`src/design/assert_macros.svh`:
```
// Assertion macros shared by the keep-alive timeout table design.
`ifndef ASSERT_MACROS_SVH
`define ASSERT_MACROS_SVH

// Same-cycle implication, checked out of reset.
`define ASSERT_IMP(label, clk, rst_n, ante, cons) \
    label: assert property (@(posedge clk) disable iff (!rst_n) (ante) |-> (cons)) \
        else $error("same-cycle implication violated");

// Next-cycle implication, checked out of reset.
`define ASSERT_NXT(label, clk, rst_n, ante, cons) \
    label: assert property (@(posedge clk) disable iff (!rst_n) (ante) |=> (cons)) \
        else $error("next-cycle implication violated");

`endif

```
`src/design/ktt_pkg.sv`:
```
// Types, widths and codes of the keep-alive timeout table.
`timescale 1ns / 1ps
package ktt_pkg;

    localparam int DEF_TABLE_ENTRIES = 16;

    localparam int ID_W       = 16;
    localparam int MODEL_W    = 3;
    localparam int TIME_W     = 48;
    localparam int LAST_W     = 49;
    localparam int SUM_W      = 50;
    localparam int DUR_W      = 16;
    localparam int INTERVAL_W = 32;
    localparam int KIND_W     = 2;
    localparam int CFG_IDX_W  = 2;
    localparam int CFG_W      = 32;

    localparam logic              CMD_ACTIVITY = 1'b0;
    localparam logic              CMD_TICK     = 1'b1;

    localparam logic [KIND_W-1:0] KIND_KEEPALIVE = 2'd0;
    localparam logic [KIND_W-1:0] KIND_ACK       = 2'd1;
    localparam logic [KIND_W-1:0] KIND_SUMMARY   = 2'd2;

    localparam logic [CFG_IDX_W-1:0] CFG_ENABLE   = 2'd0;
    localparam logic [CFG_IDX_W-1:0] CFG_INTERVAL = 2'd1;
    localparam logic [CFG_IDX_W-1:0] CFG_DURATION = 2'd2;

    localparam logic [INTERVAL_W-1:0] INTERVAL_RESET = 32'd60000;
    localparam logic [DUR_W-1:0]      KA_DUR_RESET   = 16'd300;

    typedef struct packed {
        logic [ID_W-1:0]    id;
        logic [MODEL_W-1:0] model;
        logic [LAST_W-1:0]  last;
    } t_entry;

    typedef struct packed {
        logic load;
        logic rd_en;
        logic finish;
    } t_dp_cmd;

endpackage

```
`src/design/ktt_ctrl.sv`:
```
// Sequencer of the keep-alive timeout table: accepts a transaction, scans and drains when enabled, finishes.
`timescale 1ns / 1ps
module ktt_ctrl #(
    parameter int TABLE_ENTRIES = ktt_pkg::DEF_TABLE_ENTRIES
) (
    input  logic                 i_clk,
    input  logic                 i_rst_n,
    input  logic                 i_start,
    input  logic                 i_enabled,
    output logic                 o_busy,
    output ktt_pkg::t_dp_cmd     o_cmd,
    output logic [((TABLE_ENTRIES > 1) ? $clog2(TABLE_ENTRIES) : 1)-1:0] o_rd_addr
);
    import ktt_pkg::*;

    localparam int IDX_W = (TABLE_ENTRIES > 1) ? $clog2(TABLE_ENTRIES) : 1;
    localparam logic [IDX_W-1:0] LAST_IDX = IDX_W'(TABLE_ENTRIES - 1);

    localparam logic [2:0] S_IDLE   = 3'd0;
    localparam logic [2:0] S_SCAN   = 3'd1;
    localparam logic [2:0] S_DRAIN1 = 3'd2;
    localparam logic [2:0] S_DRAIN2 = 3'd3;
    localparam logic [2:0] S_FINISH = 3'd4;

    logic [2:0]       r_state;
    logic [2:0]       n_state;
    logic [IDX_W-1:0] r_addr;
    logic [IDX_W-1:0] n_addr;
    t_dp_cmd          cmd;

    always_comb begin
        n_state = r_state;
        n_addr  = r_addr;
        cmd     = '0;
        unique case (r_state)
            S_IDLE: begin
                if (i_start) begin
                    cmd.load = 1'b1;
                    n_addr   = '0;
                    n_state  = i_enabled ? S_SCAN : S_FINISH;
                end
            end
            S_SCAN: begin
                cmd.rd_en = 1'b1;
                if (r_addr == LAST_IDX) begin
                    n_state = S_DRAIN1;
                end else begin
                    n_addr = r_addr + 1'b1;
                end
            end
            S_DRAIN1: n_state = S_DRAIN2;
            S_DRAIN2: n_state = S_FINISH;
            S_FINISH: begin
                cmd.finish = 1'b1;
                n_state    = S_IDLE;
            end
            default: n_state = S_IDLE;
        endcase
    end

    always_ff @(posedge i_clk) begin
        if (!i_rst_n) begin
            r_state <= S_IDLE;
            r_addr  <= '0;
        end else begin
            r_state <= n_state;
            r_addr  <= n_addr;
        end
    end

    assign o_busy    = (r_state != S_IDLE);
    assign o_cmd     = cmd;
    assign o_rd_addr = r_addr;

endmodule

```
`src/design/ktt_datapath.sv`:
```
// Datapath of the keep-alive timeout table: table memory, scan pipeline, results.
`timescale 1ns / 1ps
module ktt_datapath #(
    parameter int TABLE_ENTRIES = ktt_pkg::DEF_TABLE_ENTRIES
) (
    input  logic                                i_clk,
    input  logic                                i_rst_n,
    input  ktt_pkg::t_dp_cmd                    i_cmd,
    input  logic [((TABLE_ENTRIES > 1) ? $clog2(TABLE_ENTRIES) : 1)-1:0] i_rd_addr,
    input  logic                                i_cfg_we,
    input  logic [ktt_pkg::CFG_IDX_W-1:0]       i_cfg_index,
    input  logic [ktt_pkg::CFG_W-1:0]           i_cfg_wdata,
    input  logic                                i_command,
    input  logic [ktt_pkg::ID_W-1:0]            i_device_id,
    input  logic [ktt_pkg::MODEL_W-1:0]         i_model,
    input  logic [ktt_pkg::TIME_W-1:0]          i_now_ms,
    input  logic [ktt_pkg::DUR_W-1:0]           i_duration_ms,
    output logic                                o_enabled,
    output logic                                o_strobe,
    output logic [ktt_pkg::KIND_W-1:0]          o_kind,
    output logic [ktt_pkg::ID_W-1:0]            o_out_device_id,
    output logic [ktt_pkg::MODEL_W-1:0]         o_out_model,
    output logic [ktt_pkg::DUR_W-1:0]           o_send_duration_ms,
    output logic [ktt_pkg::INTERVAL_W-1:0]      o_sleep_ms,
    output logic                                o_table_full,
    output logic                                o_is_last
);
    import ktt_pkg::*;

    localparam int IDX_W = (TABLE_ENTRIES > 1) ? $clog2(TABLE_ENTRIES) : 1;

    // configuration
    logic                  r_enabled;
    logic [INTERVAL_W-1:0] r_interval;
    logic [DUR_W-1:0]      r_ka_dur;

    // captured transaction
    logic               r_command;
    logic [ID_W-1:0]    r_id;
    logic [MODEL_W-1:0] r_model;
    logic [TIME_W-1:0]  r_now;
    logic [DUR_W-1:0]   r_dur;
    logic [LAST_W-1:0]  r_now_plus;
    logic [SUM_W-1:0]   r_earliest;

    // table
    t_entry                   r_mem [TABLE_ENTRIES];
    logic [TABLE_ENTRIES-1:0] r_valid;
    t_entry                   r_rd_data;
    logic                     r_rd_vld;
    logic [IDX_W-1:0]         r_rd_idx;

    // activity search
    logic             r_match_found;
    logic [IDX_W-1:0] r_match_idx;
    logic             r_free_found;
    logic [IDX_W-1:0] r_free_idx;

    // tick stage B
    logic               r_b_vld;
    logic               r_b_due;
    logic [SUM_W-1:0]   r_b_dl;
    logic [ID_W-1:0]    r_b_id;
    logic [MODEL_W-1:0] r_b_model;
    logic [IDX_W-1:0]   r_b_idx;

    // output register
    logic                  r_strobe;
    logic [KIND_W-1:0]     r_kind;
    logic [ID_W-1:0]       r_out_id;
    logic [MODEL_W-1:0]    r_out_model;
    logic [DUR_W-1:0]      r_out_dur;
    logic [INTERVAL_W-1:0] r_out_sleep;
    logic                  r_out_full;
    logic                  r_out_last;

    logic                  is_tick;
    logic [LAST_W-1:0]     ld_now_plus;
    logic                  a_valid;
    logic [SUM_W-1:0]      a_sum;
    logic                  a_due;
    logic [SUM_W-1:0]      a_dl;
    logic                  slot_found;
    logic [IDX_W-1:0]      slot_idx;
    logic                  act_write;
    logic [LAST_W-1:0]     act_last;
    logic [SUM_W-1:0]      now_ext;
    logic [SUM_W-1:0]      sum_diff;
    logic [INTERVAL_W-1:0] slp;
    logic                  wr_en;
    logic [IDX_W-1:0]      wr_addr;
    t_entry                wr_data;

    assign is_tick     = (r_command == CMD_TICK);
    assign ld_now_plus = {1'b0, i_now_ms} + {{(LAST_W - INTERVAL_W){1'b0}}, r_interval};
    assign now_ext     = {{(SUM_W - TIME_W){1'b0}}, r_now};

    // stage A: compare the read entry
    assign a_valid = r_valid[r_rd_idx];
    assign a_sum   = {1'b0, r_rd_data.last} + {{(SUM_W - INTERVAL_W){1'b0}}, r_interval};
    assign a_due   = a_valid && (a_sum < now_ext);
    assign a_dl    = a_due ? {1'b0, r_now_plus} : a_sum;

    // activity slot and summary
    assign slot_found = r_match_found | r_free_found;
    assign slot_idx   = r_match_found ? r_match_idx : r_free_idx;
    assign act_write  = i_cmd.finish && !is_tick && r_enabled && slot_found;
    assign act_last   = {1'b0, r_now} + {{(LAST_W - DUR_W){1'b0}}, r_dur};
    assign sum_diff   = r_earliest - now_ext;
    assign slp        = (r_earliest <= now_ext) ? '0 : sum_diff[INTERVAL_W-1:0];

    always_comb begin
        wr_en   = 1'b0;
        wr_addr = r_b_idx;
        wr_data = '{id: r_b_id, model: r_b_model, last: {1'b0, r_now}};
        if (act_write) begin
            wr_en   = 1'b1;
            wr_addr = slot_idx;
            wr_data = '{id: r_id, model: r_model, last: act_last};
        end else if (r_b_vld && r_b_due) begin
            wr_en = 1'b1;
        end
    end

    always_ff @(posedge i_clk) begin
        if (!i_rst_n) begin
            r_enabled  <= 1'b1;
            r_interval <= INTERVAL_RESET;
            r_ka_dur   <= KA_DUR_RESET;
        end else if (i_cfg_we) begin
            unique case (i_cfg_index)
                CFG_ENABLE:   r_enabled  <= i_cfg_wdata[0];
                CFG_INTERVAL: r_interval <= i_cfg_wdata[INTERVAL_W-1:0];
                CFG_DURATION: r_ka_dur   <= i_cfg_wdata[DUR_W-1:0];
                default:      r_enabled  <= r_enabled;
            endcase
        end
    end

    always_ff @(posedge i_clk) begin
        if (!i_rst_n) begin
            r_valid <= '0;
        end else if (i_cfg_we && i_cfg_index == CFG_ENABLE && !i_cfg_wdata[0]) begin
            r_valid <= '0;
        end else if (act_write) begin
            r_valid[slot_idx] <= 1'b1;
        end
    end

    always_ff @(posedge i_clk) begin
        if (wr_en) begin
            r_mem[wr_addr] <= wr_data;
        end
    end

    always_ff @(posedge i_clk) begin
        if (i_cmd.rd_en) begin
            r_rd_data <= r_mem[i_rd_addr];
        end
        r_rd_idx <= i_rd_addr;
    end

    always_ff @(posedge i_clk) begin
        if (i_cmd.load) begin
            r_command  <= i_command;
            r_id       <= i_device_id;
            r_model    <= i_model;
            r_now      <= i_now_ms;
            r_dur      <= i_duration_ms;
            r_now_plus <= ld_now_plus;
        end
    end

    always_ff @(posedge i_clk) begin
        if (i_cmd.load) begin
            r_earliest <= {1'b0, ld_now_plus};
        end else if (r_b_vld && r_b_dl < r_earliest) begin
            r_earliest <= r_b_dl;
        end
    end

    always_ff @(posedge i_clk) begin
        if (!i_rst_n) begin
            r_rd_vld      <= 1'b0;
            r_b_vld       <= 1'b0;
            r_match_found <= 1'b0;
            r_free_found  <= 1'b0;
        end else begin
            r_rd_vld <= i_cmd.rd_en;
            r_b_vld  <= r_rd_vld && is_tick && a_valid;
            if (i_cmd.load) begin
                r_match_found <= 1'b0;
                r_free_found  <= 1'b0;
            end else if (r_rd_vld && !is_tick) begin
                if (a_valid && r_rd_data.id == r_id && !r_match_found) begin
                    r_match_found <= 1'b1;
                end
                if (!a_valid && !r_free_found) begin
                    r_free_found <= 1'b1;
                end
            end
        end
    end

    always_ff @(posedge i_clk) begin
        if (r_rd_vld && !is_tick) begin
            if (a_valid && r_rd_data.id == r_id && !r_match_found) begin
                r_match_idx <= r_rd_idx;
            end
            if (!a_valid && !r_free_found) begin
                r_free_idx <= r_rd_idx;
            end
        end
        r_b_due   <= a_due;
        r_b_dl    <= a_dl;
        r_b_id    <= r_rd_data.id;
        r_b_model <= r_rd_data.model;
        r_b_idx   <= r_rd_idx;
    end

    always_ff @(posedge i_clk) begin
        if (!i_rst_n) begin
            r_strobe <= 1'b0;
        end else begin
            r_strobe <= i_cmd.finish || (r_b_vld && r_b_due);
        end
    end

    always_ff @(posedge i_clk) begin
        if (i_cmd.finish) begin
            r_out_last <= 1'b1;
            r_out_dur  <= '0;
            if (is_tick) begin
                r_kind      <= KIND_SUMMARY;
                r_out_id    <= '0;
                r_out_model <= '0;
                r_out_sleep <= r_enabled ? slp : r_interval;
                r_out_full  <= 1'b0;
            end else begin
                r_kind      <= KIND_ACK;
                r_out_id    <= r_id;
                r_out_model <= r_model;
                r_out_sleep <= '0;
                r_out_full  <= r_enabled && !slot_found;
            end
        end else if (r_b_vld && r_b_due) begin
            r_kind      <= KIND_KEEPALIVE;
            r_out_id    <= r_b_id;
            r_out_model <= r_b_model;
            r_out_dur   <= r_ka_dur;
            r_out_sleep <= '0;
            r_out_full  <= 1'b0;
            r_out_last  <= 1'b0;
        end
    end

    assign o_enabled          = r_enabled;
    assign o_strobe           = r_strobe;
    assign o_kind             = r_kind;
    assign o_out_device_id    = r_out_id;
    assign o_out_model        = r_out_model;
    assign o_send_duration_ms = r_out_dur;
    assign o_sleep_ms         = r_out_sleep;
    assign o_table_full       = r_out_full;
    assign o_is_last          = r_out_last;

endmodule

```
`src/design/keepalive_timeout_table.sv`:
```
// Top level of the keep-alive timeout table.
// A transaction is taken when start is high and busy is low. With keep-alive
// enabled, every transaction (activity or tick) walks the whole table, one entry
// per cycle through the single read port of the table memory, and busy stays
// high through the scan, the drain states S_DRAIN1 and S_DRAIN2 and the finish
// state; the next transaction is taken once busy is low again. With keep-alive
// disabled a transaction skips the scan and goes straight to the finish state.
// Results appear on the o_ ports for one cycle each, marked by o_strobe, and
// cannot be held off: keep-alive results come while busy is high, at most one per
// cycle, and the acknowledgement or tick summary, with o_is_last set, appears in
// the cycle in which busy falls. Table state is not cleared after reset beyond
// its valid bits.
`timescale 1ns / 1ps
`include "assert_macros.svh"
module keepalive_timeout_table #(
    parameter int TABLE_ENTRIES = ktt_pkg::DEF_TABLE_ENTRIES
) (
    input  logic                           i_clk,
    input  logic                           i_rst_n,
    input  logic                           start,
    output logic                           busy,
    input  logic                           i_cfg_we,
    input  logic [ktt_pkg::CFG_IDX_W-1:0]  i_cfg_index,
    input  logic [ktt_pkg::CFG_W-1:0]      i_cfg_wdata,
    input  logic                           i_command,
    input  logic [ktt_pkg::ID_W-1:0]       i_device_id,
    input  logic [ktt_pkg::MODEL_W-1:0]    i_model,
    input  logic [ktt_pkg::TIME_W-1:0]     i_now_ms,
    input  logic [ktt_pkg::DUR_W-1:0]      i_duration_ms,
    output logic                           o_strobe,
    output logic [ktt_pkg::KIND_W-1:0]     o_kind,
    output logic [ktt_pkg::ID_W-1:0]       o_out_device_id,
    output logic [ktt_pkg::MODEL_W-1:0]    o_out_model,
    output logic [ktt_pkg::DUR_W-1:0]      o_send_duration_ms,
    output logic [ktt_pkg::INTERVAL_W-1:0] o_sleep_ms,
    output logic                           o_table_full,
    output logic                           o_is_last
);
    import ktt_pkg::*;

    localparam int IDX_W = (TABLE_ENTRIES > 1) ? $clog2(TABLE_ENTRIES) : 1;

    t_dp_cmd          dp_cmd;
    logic [IDX_W-1:0] rd_addr;
    logic             enabled;

    ktt_ctrl #(
        .TABLE_ENTRIES (TABLE_ENTRIES)
    ) u_ctrl (
        .i_clk     (i_clk),
        .i_rst_n   (i_rst_n),
        .i_start   (start),
        .i_enabled (enabled),
        .o_busy    (busy),
        .o_cmd     (dp_cmd),
        .o_rd_addr (rd_addr)
    );

    ktt_datapath #(
        .TABLE_ENTRIES (TABLE_ENTRIES)
    ) u_datapath (
        .i_clk              (i_clk),
        .i_rst_n            (i_rst_n),
        .i_cmd              (dp_cmd),
        .i_rd_addr          (rd_addr),
        .i_cfg_we           (i_cfg_we),
        .i_cfg_index        (i_cfg_index),
        .i_cfg_wdata        (i_cfg_wdata),
        .i_command          (i_command),
        .i_device_id        (i_device_id),
        .i_model            (i_model),
        .i_now_ms           (i_now_ms),
        .i_duration_ms      (i_duration_ms),
        .o_enabled          (enabled),
        .o_strobe           (o_strobe),
        .o_kind             (o_kind),
        .o_out_device_id    (o_out_device_id),
        .o_out_model        (o_out_model),
        .o_send_duration_ms (o_send_duration_ms),
        .o_sleep_ms         (o_sleep_ms),
        .o_table_full       (o_table_full),
        .o_is_last          (o_is_last)
    );

    `ASSERT_NXT(a_accept_busy, i_clk, i_rst_n, start && !busy, busy)
    `ASSERT_IMP(a_last_idle, i_clk, i_rst_n, o_strobe && o_is_last, !busy)
    `ASSERT_IMP(a_ka_busy, i_clk, i_rst_n, o_strobe && !o_is_last, busy && o_kind == KIND_KEEPALIVE)
    `ASSERT_IMP(a_last_kind, i_clk, i_rst_n, o_strobe && o_is_last, o_kind == KIND_ACK || o_kind == KIND_SUMMARY)

endmodule
```
`config.mk`:
```
export PLATFORM = sky130hd
export DESIGN_NAME = keepalive_timeout_table
export DESIGN_NICKNAME = d
export VERILOG_FILES = /design/src/design/ktt_pkg.sv /design/src/design/ktt_ctrl.sv /design/src/design/ktt_datapath.sv /design/src/design/keepalive_timeout_table.sv
export VERILOG_INCLUDE_DIRS = /design/src /design/src/design
export SDC_FILE = /design/constraint.sdc
export NUM_CORES = 2
export LEC_CHECK = 0
export BUFFER_PORTS_ARGS = -buffer_cell sky130_fd_sc_hd__buf_2
export CORE_AREA = 4 4 357 359
export CTS_BUF_LIST = sky130_fd_sc_hd__clkbuf_4 sky130_fd_sc_hd__clkbuf_8
export DETAILED_ROUTE_END_ITERATION = 12
export DIE_AREA = 0 0 361 363
export PLACE_DENSITY = 0.68
export SETUP_SLACK_MARGIN = 0.1
export SLEW_MARGIN = 5
export SYNTH_ARGS = -nofsm -noshare
export SYNTH_HDL_FRONTEND = slang
export SYNTH_SLANG_ARGS = --single-unit
```
`constraint.sdc`:
```
create_clock -name i_clk -period 10.6 [get_ports i_clk]
set_input_delay 0.53 -clock i_clk [delete_from_list [all_inputs] [get_ports i_clk]]
set_output_delay 0.53 -clock i_clk [all_outputs]
set_load 0.05 [all_outputs]
```
* Yosys cells after proc, flatten, opt, wreduce, memory -nomap -nowiden
Memory sizes are Yosys's and may differ from the RTL's. A register that Yosys moved wholly into a read port is not among the register bits.
Index checks and enable logic that the tools add are counted.
** Word-level totals
- Input bits :: 122
- Flip-flop bits (word level) :: 417
- Logic and storage cells :: 141
- Memories kept :: 1
- Memory bits (writable) :: 1088
- Output and inout bits :: 73
** Cells by class
- Equality and inequality tests :: 11
- Reduce and logical (&&, ||, !) cells :: 38
- $add $sub $neg :: 5
- Multiplexer cells :: 42
- Magnitude comparators :: 6
- Bitwise gates (word level) :: 3
** Memories
- u_datapath.r_mem :: words 16, width 68, rd ports 1, clocked after memory_dff 1, wr ports 1, line ktt_datapath.sv:47 : t_entry r_mem [TABLE_ENTRIES];
** Operators by type and width (count)
- two-way mux 32 bit :: 5
- two-way mux 49 bit :: 3
- two-way mux 68 bit :: 1
- adder 49 x 32 -> 50 bit :: 1
- less-or-equal comparator 50 x 48 -> 1 bit :: 1
- < comparator 50 x 48 -> 1 bit :: 1
- < comparator 50 bit :: 1
- adder 48 x 16 -> 49 bit :: 1
- adder 48 x 32 -> 49 bit :: 1
- two-way mux 16 bit :: 3
- subtractor 32 bit :: 1
- two-way mux 3 bit :: 6
- == test 16 bit :: 1
- logical AND 1 bit :: 16
- two-way mux 4 bit :: 4
- bitwise OR 16 bit :: 1
- two-way mux 1 bit :: 13
- one-hot mux 3 bit (4 select lines) :: 1
- AND reduction 2 bit :: 6
- < comparator 4 x 5 -> 1 bit (second input constant) :: 2
- one-hot mux 4 bit (2 select lines) :: 1
- == test 3 x 2 -> 1 bit (second input constant) :: 2
- logical NOT 1 bit :: 6
- two-way mux 2 bit :: 3
- 20 further kinds :: 24

* Longest topological paths before layout
- Word-level depth :: 8
- Mapped depth :: 23
- Gate-level depth less buffers :: 21

* Modules after synthesis
A second synthesis with hierarchy kept.
** Unflattened totals
- Cell total of the unflattened synthesis :: 4148
- Area total of the unflattened synthesis :: 67762.5 um^2
** By module, submodules not included
- ktt_datapath :: cells each 4105, seq. area each 45363.5 um^2, instances 1, area each 67362.1 um^2
- ktt_ctrl :: cells each 43, seq. area each 140.1 um^2, instances 1, area each 400.4 um^2

* Least setup slack after synthesis
OpenSTA, ideal clock, no wires.
- Path type :: reg2reg
- From :: reg u_ctrl.r_state[0]
- To :: reg u_datapath.r_command, in the netlist u_datapath.is_tick, enable pin
- Arrival time :: 5114 ps
- Setup time :: 549 ps
- Cell stages (with the launch flop) :: 7
- Setup slack :: 4937 ps
- Period minus slack after synthesis :: 5663 ps
- Buffers on the path :: 3
- Required time :: 10051 ps
- Cell sequence :: dfxtp_1 buf_2 nor3_1 nand2_1 inv_2 clkbuf_1 buf_1
** RTL lines
- start, declared :: line ktt_ctrl.sv:25 : logic [2:0] r_state;
- start signal, assigned :: line ktt_ctrl.sv:66 : r_state <= n_state;
- end signal, assigned :: line ktt_datapath.sv:165 : r_command <= i_command;
- end, declared :: line ktt_datapath.sv:38 : logic r_command;

* Worst setup path after layout
- From :: reg, netlist name u_datapath.r_rd_data[3]
- To :: reg u_datapath.r_b_dl[7]
** Between the ends
- Cells in the longest elaborated chain, start to end :: 4
** RTL lines
- adder 49 x 32 -> 50 bit * :: line ktt_datapath.sv:100 : assign a_sum = {1'b0, r_rd_data.last} + {{(SUM_W - INTERVAL_W){1'b0}}, r_interval};
- < comparator 50 x 48 -> 1 bit :: line ktt_datapath.sv:101 : assign a_due = a_valid && (a_sum < now_ext);
- logical AND 1 bit :: line ktt_datapath.sv:101
- two-way mux 49 bit * :: line ktt_datapath.sv:102 : assign a_dl = a_due ? {1'b0, r_now_plus} : a_sum;
- named net u_datapath.a_dl[7] :: line ktt_datapath.sv:82 : logic [SUM_W-1:0] a_dl;
- end signal, assigned :: line ktt_datapath.sv:215 : r_b_dl <= a_dl;
- end, declared :: line ktt_datapath.sv:62 : logic [SUM_W-1:0] r_b_dl;
The timed path passes the listed nets; every way through them passes the cells marked *.
A chain may end at the register's enable or synchronous reset.

==> results.txt <==
Synth cell types: 86
total grt overflow: 0
Final setup viols: 0
post-synth top area share: 62.0%
Setup WS post-layout: 4.22 ns
total of max-cap violations: 0
Slew Viols, Final: 0
Ports: 195
clock root buffer: clkbuf_8
Pre-antenna DRT Iters: 7
Leak Pwr: 27.1 nW
TritonCTS clock tree: yes
number of synthesized flops with an enable pin: 1,400
1st-iter DRT viols: 4,240
core area: 124,000 µm²
Worst-path clk slew: 0.06 ns
ANT nets after route: 0
Die Wd: 361 µm
total power: 15.1 mW
post-synth net total: 4,495
Critical Path AT: 7.18 ns
nets@finish: 5,002
Vias: 39,500
non-filler cells, final: 6,473
cell taking the most area after synthesis: edfxtp_1
most common flop cell mapped by yosys: edfxtp_1
area delta synth->final: 14.2%
CTS sink count: 1,573
residual DRC count: 0
Setup CP Type: flip-flop to flip-flop
worst-path maximum fanout: 49
register bit total from synthesis: 1,573
Placed Cells: 5,894
Final period util: 60.2%
Worst Hold Class: input port to flip-flop
Peak Freq: 157 MHz
pin count of the biggest net entering global routing: 121
most frequent cells after synthesis: 1,400 x edfxtp_1, 372 x nand2_1, 345 x mux4_2
relative slew slack: 14.7%
Initial Util: 54.8%
unrepaired setup endpoints after global routing: no
number of post-CTS setup repair buffers: 0
cell count after synthesis: 4,144
Peak supply drop: 140 µV
first-pass GRT wire length: 257 mm
antenna violations before repair: 6
Die Y: 363 µm
async set-reset flop share out of synthesis: 0%
post-cts resize count: 0
vias in the first global route: 39,600
die area: 131,000 µm²
clock buffer depth: 4
Final min period: 6.38 ns
post-detail-place hpwl: 107 mm
critical path data required time: 11.39 ns
Avg Vias per Cell: 6.11
measured slew at the worst slew-check pin: 1.27 ns
sequential fraction of the synthesis area: 67.1%
Synth Warn #: 0
htree depth: 5
Clock Latency Late Sink: 0.97 ns
Num CTS Buffers: 274
top-count cell post-synth: edfxtp_1
DP Worst Slack: 4.44 ns
syn_area_per_cell: 16.4 µm²
Mapped Area: 67,800 µm²
cell area power density: 195 nW/µm²
cts hold-fix bufs: 118
CP Capture Type: flip-flop
num rows: 129
Worst Skew: 0.0745 ns
synth top area cells: edfxtp_1 62%, mux4_2 11%, dfxtp_1 5.1%
Final Wtd Congestion: 0.915
layout cells sized above 1: 24.8%
CP Launch Type: flip-flop
setup TNS: 0 ns
PortBufs: 194
WL final: 175 mm
status: finished, final reports clean
Final Hold Vio Count: 0
wire per inst: 27.0 µm
GRT Util Overall: 26.6%
area by class of cell:
type / count / area [µm²]
fillers: 8804 / 46400
flip-flops and latches: 1573 / 45500
multi-input cells: 2264 / 21300
clock buffers: 388 / 4790
repair buffers: 394 / 2790
well taps: 1637 / 2050
inverters: 144 / 551
clock inverters: 69 / 395
diodes: 4 / 10.0
cell usage in the layout, fill, tap and decap left out, drive strengths merged, types with 17 or more instances in the layout:
master	instances
edfxtp	1400
clkbuf	388
nand2	372
mux4	345
buf	276
ha	225
dfxtp	173
a21oi	167
inv	145
nor2	139
xnor2	123
dlygate4sd3	118
a21o	95
o21ai	94
mux2	84
nand3	63
clkinv	59
xor2	55
nand2b	47
nand4	44
a21boi	40
nor3	35
and3	26
o211ai	22
a31oi	22
o21a	21
nand3b	20
and2	17
power breakdown:
group	internal (mW)	leakage (nW)	switching (mW)
Sequential	7.15	14.2	0.203
Clock	2.96	2.76	2.35
Combinational	1.04	10.2	1.37
critical path, cell delays in order, from the launching register on:
cell and delay (ns):
edfxtp_1 0.38, ha_1 0.36, o21ai_0 0.15, o21ai_0 0.27, a31oi_2 0.21, o2111ai_1 0.45
nand4_1 0.31, a21oi_1 0.81, nand3_1 0.18, xnor2_1 0.23, ha_1 0.28, a21o_1 0.16
a21o_1 0.17, a221oi_1 0.29, o21ai_0 0.14, a31oi_1 0.32, nand3_1 0.11, or3b_1 0.38
nand2b_4 0.53, mux2_2 0.46
sequential cells by signal, indices dropped and copies added, names as in the netlist, 16 cells and up:
register and count:
u_datapath.o_out_device_id 16, u_datapath.o_send_duration_ms 16, u_datapath.o_sleep_ms 32, u_datapath.r_b_dl 50
u_datapath.r_b_id 16, u_datapath.r_dur 16, u_datapath.r_earliest 50, u_datapath.r_id 16
u_datapath.r_interval 32, u_datapath.r_ka_dur 16, u_datapath.r_mem 1088, u_datapath.r_now 48
u_datapath.r_now_plus 49, u_datapath.r_rd_data 68, u_datapath.r_valid 16
worst paths after layout:
kind                            start                       to  slack [ns]  cells past startpoint
max reg2reg   u_datapath.r_rd_data[3]     u_datapath.r_b_dl[7]        4.22                     19
max           u_datapath.r_rd_data[3]     u_datapath.r_b_dl[7]        4.22                     19
min reg2reg  u_datapath.r_rd_data[51]  u_datapath.r_b_model[2]        0.36                      0
min                          i_cfg_we     u_datapath.o_enabled        0.24                      5
cell families after synthesis:
logic type,Yosys count,share of synthesized area [%]
flops,1573,67.1
simple gates,842,5.92
compound gates,585,5.73
mux,430,12.9
buf+inv,307,1.77
fa+ha+maj,229,4.27
xor+xnor,178,2.30
per-stage QoR:
stage	utilization, %	area, µm²	hold WS (ns)
after floorplan	-	67800	0.323
after global placement	57.4	71000	0.328
after detailed placement	57.4	71000	0.333
after CTS	62.5	77400	0.133
after global routing	62.6	77400	0.224
final	62.6	77400	0.237
metal layers:
layer / routed length, µm / track usage, % / vias to the layer above
met2: 82600 / 42.4 / 1766
met3: 13700 / 4.36 / 346
li1: - / - / 17300
met1: 73300 / 38.2 / 20100
met4: 5140 / 8.42 / 0
met5: 0 / 0 / -
Power figures use the tool's default switching activity.
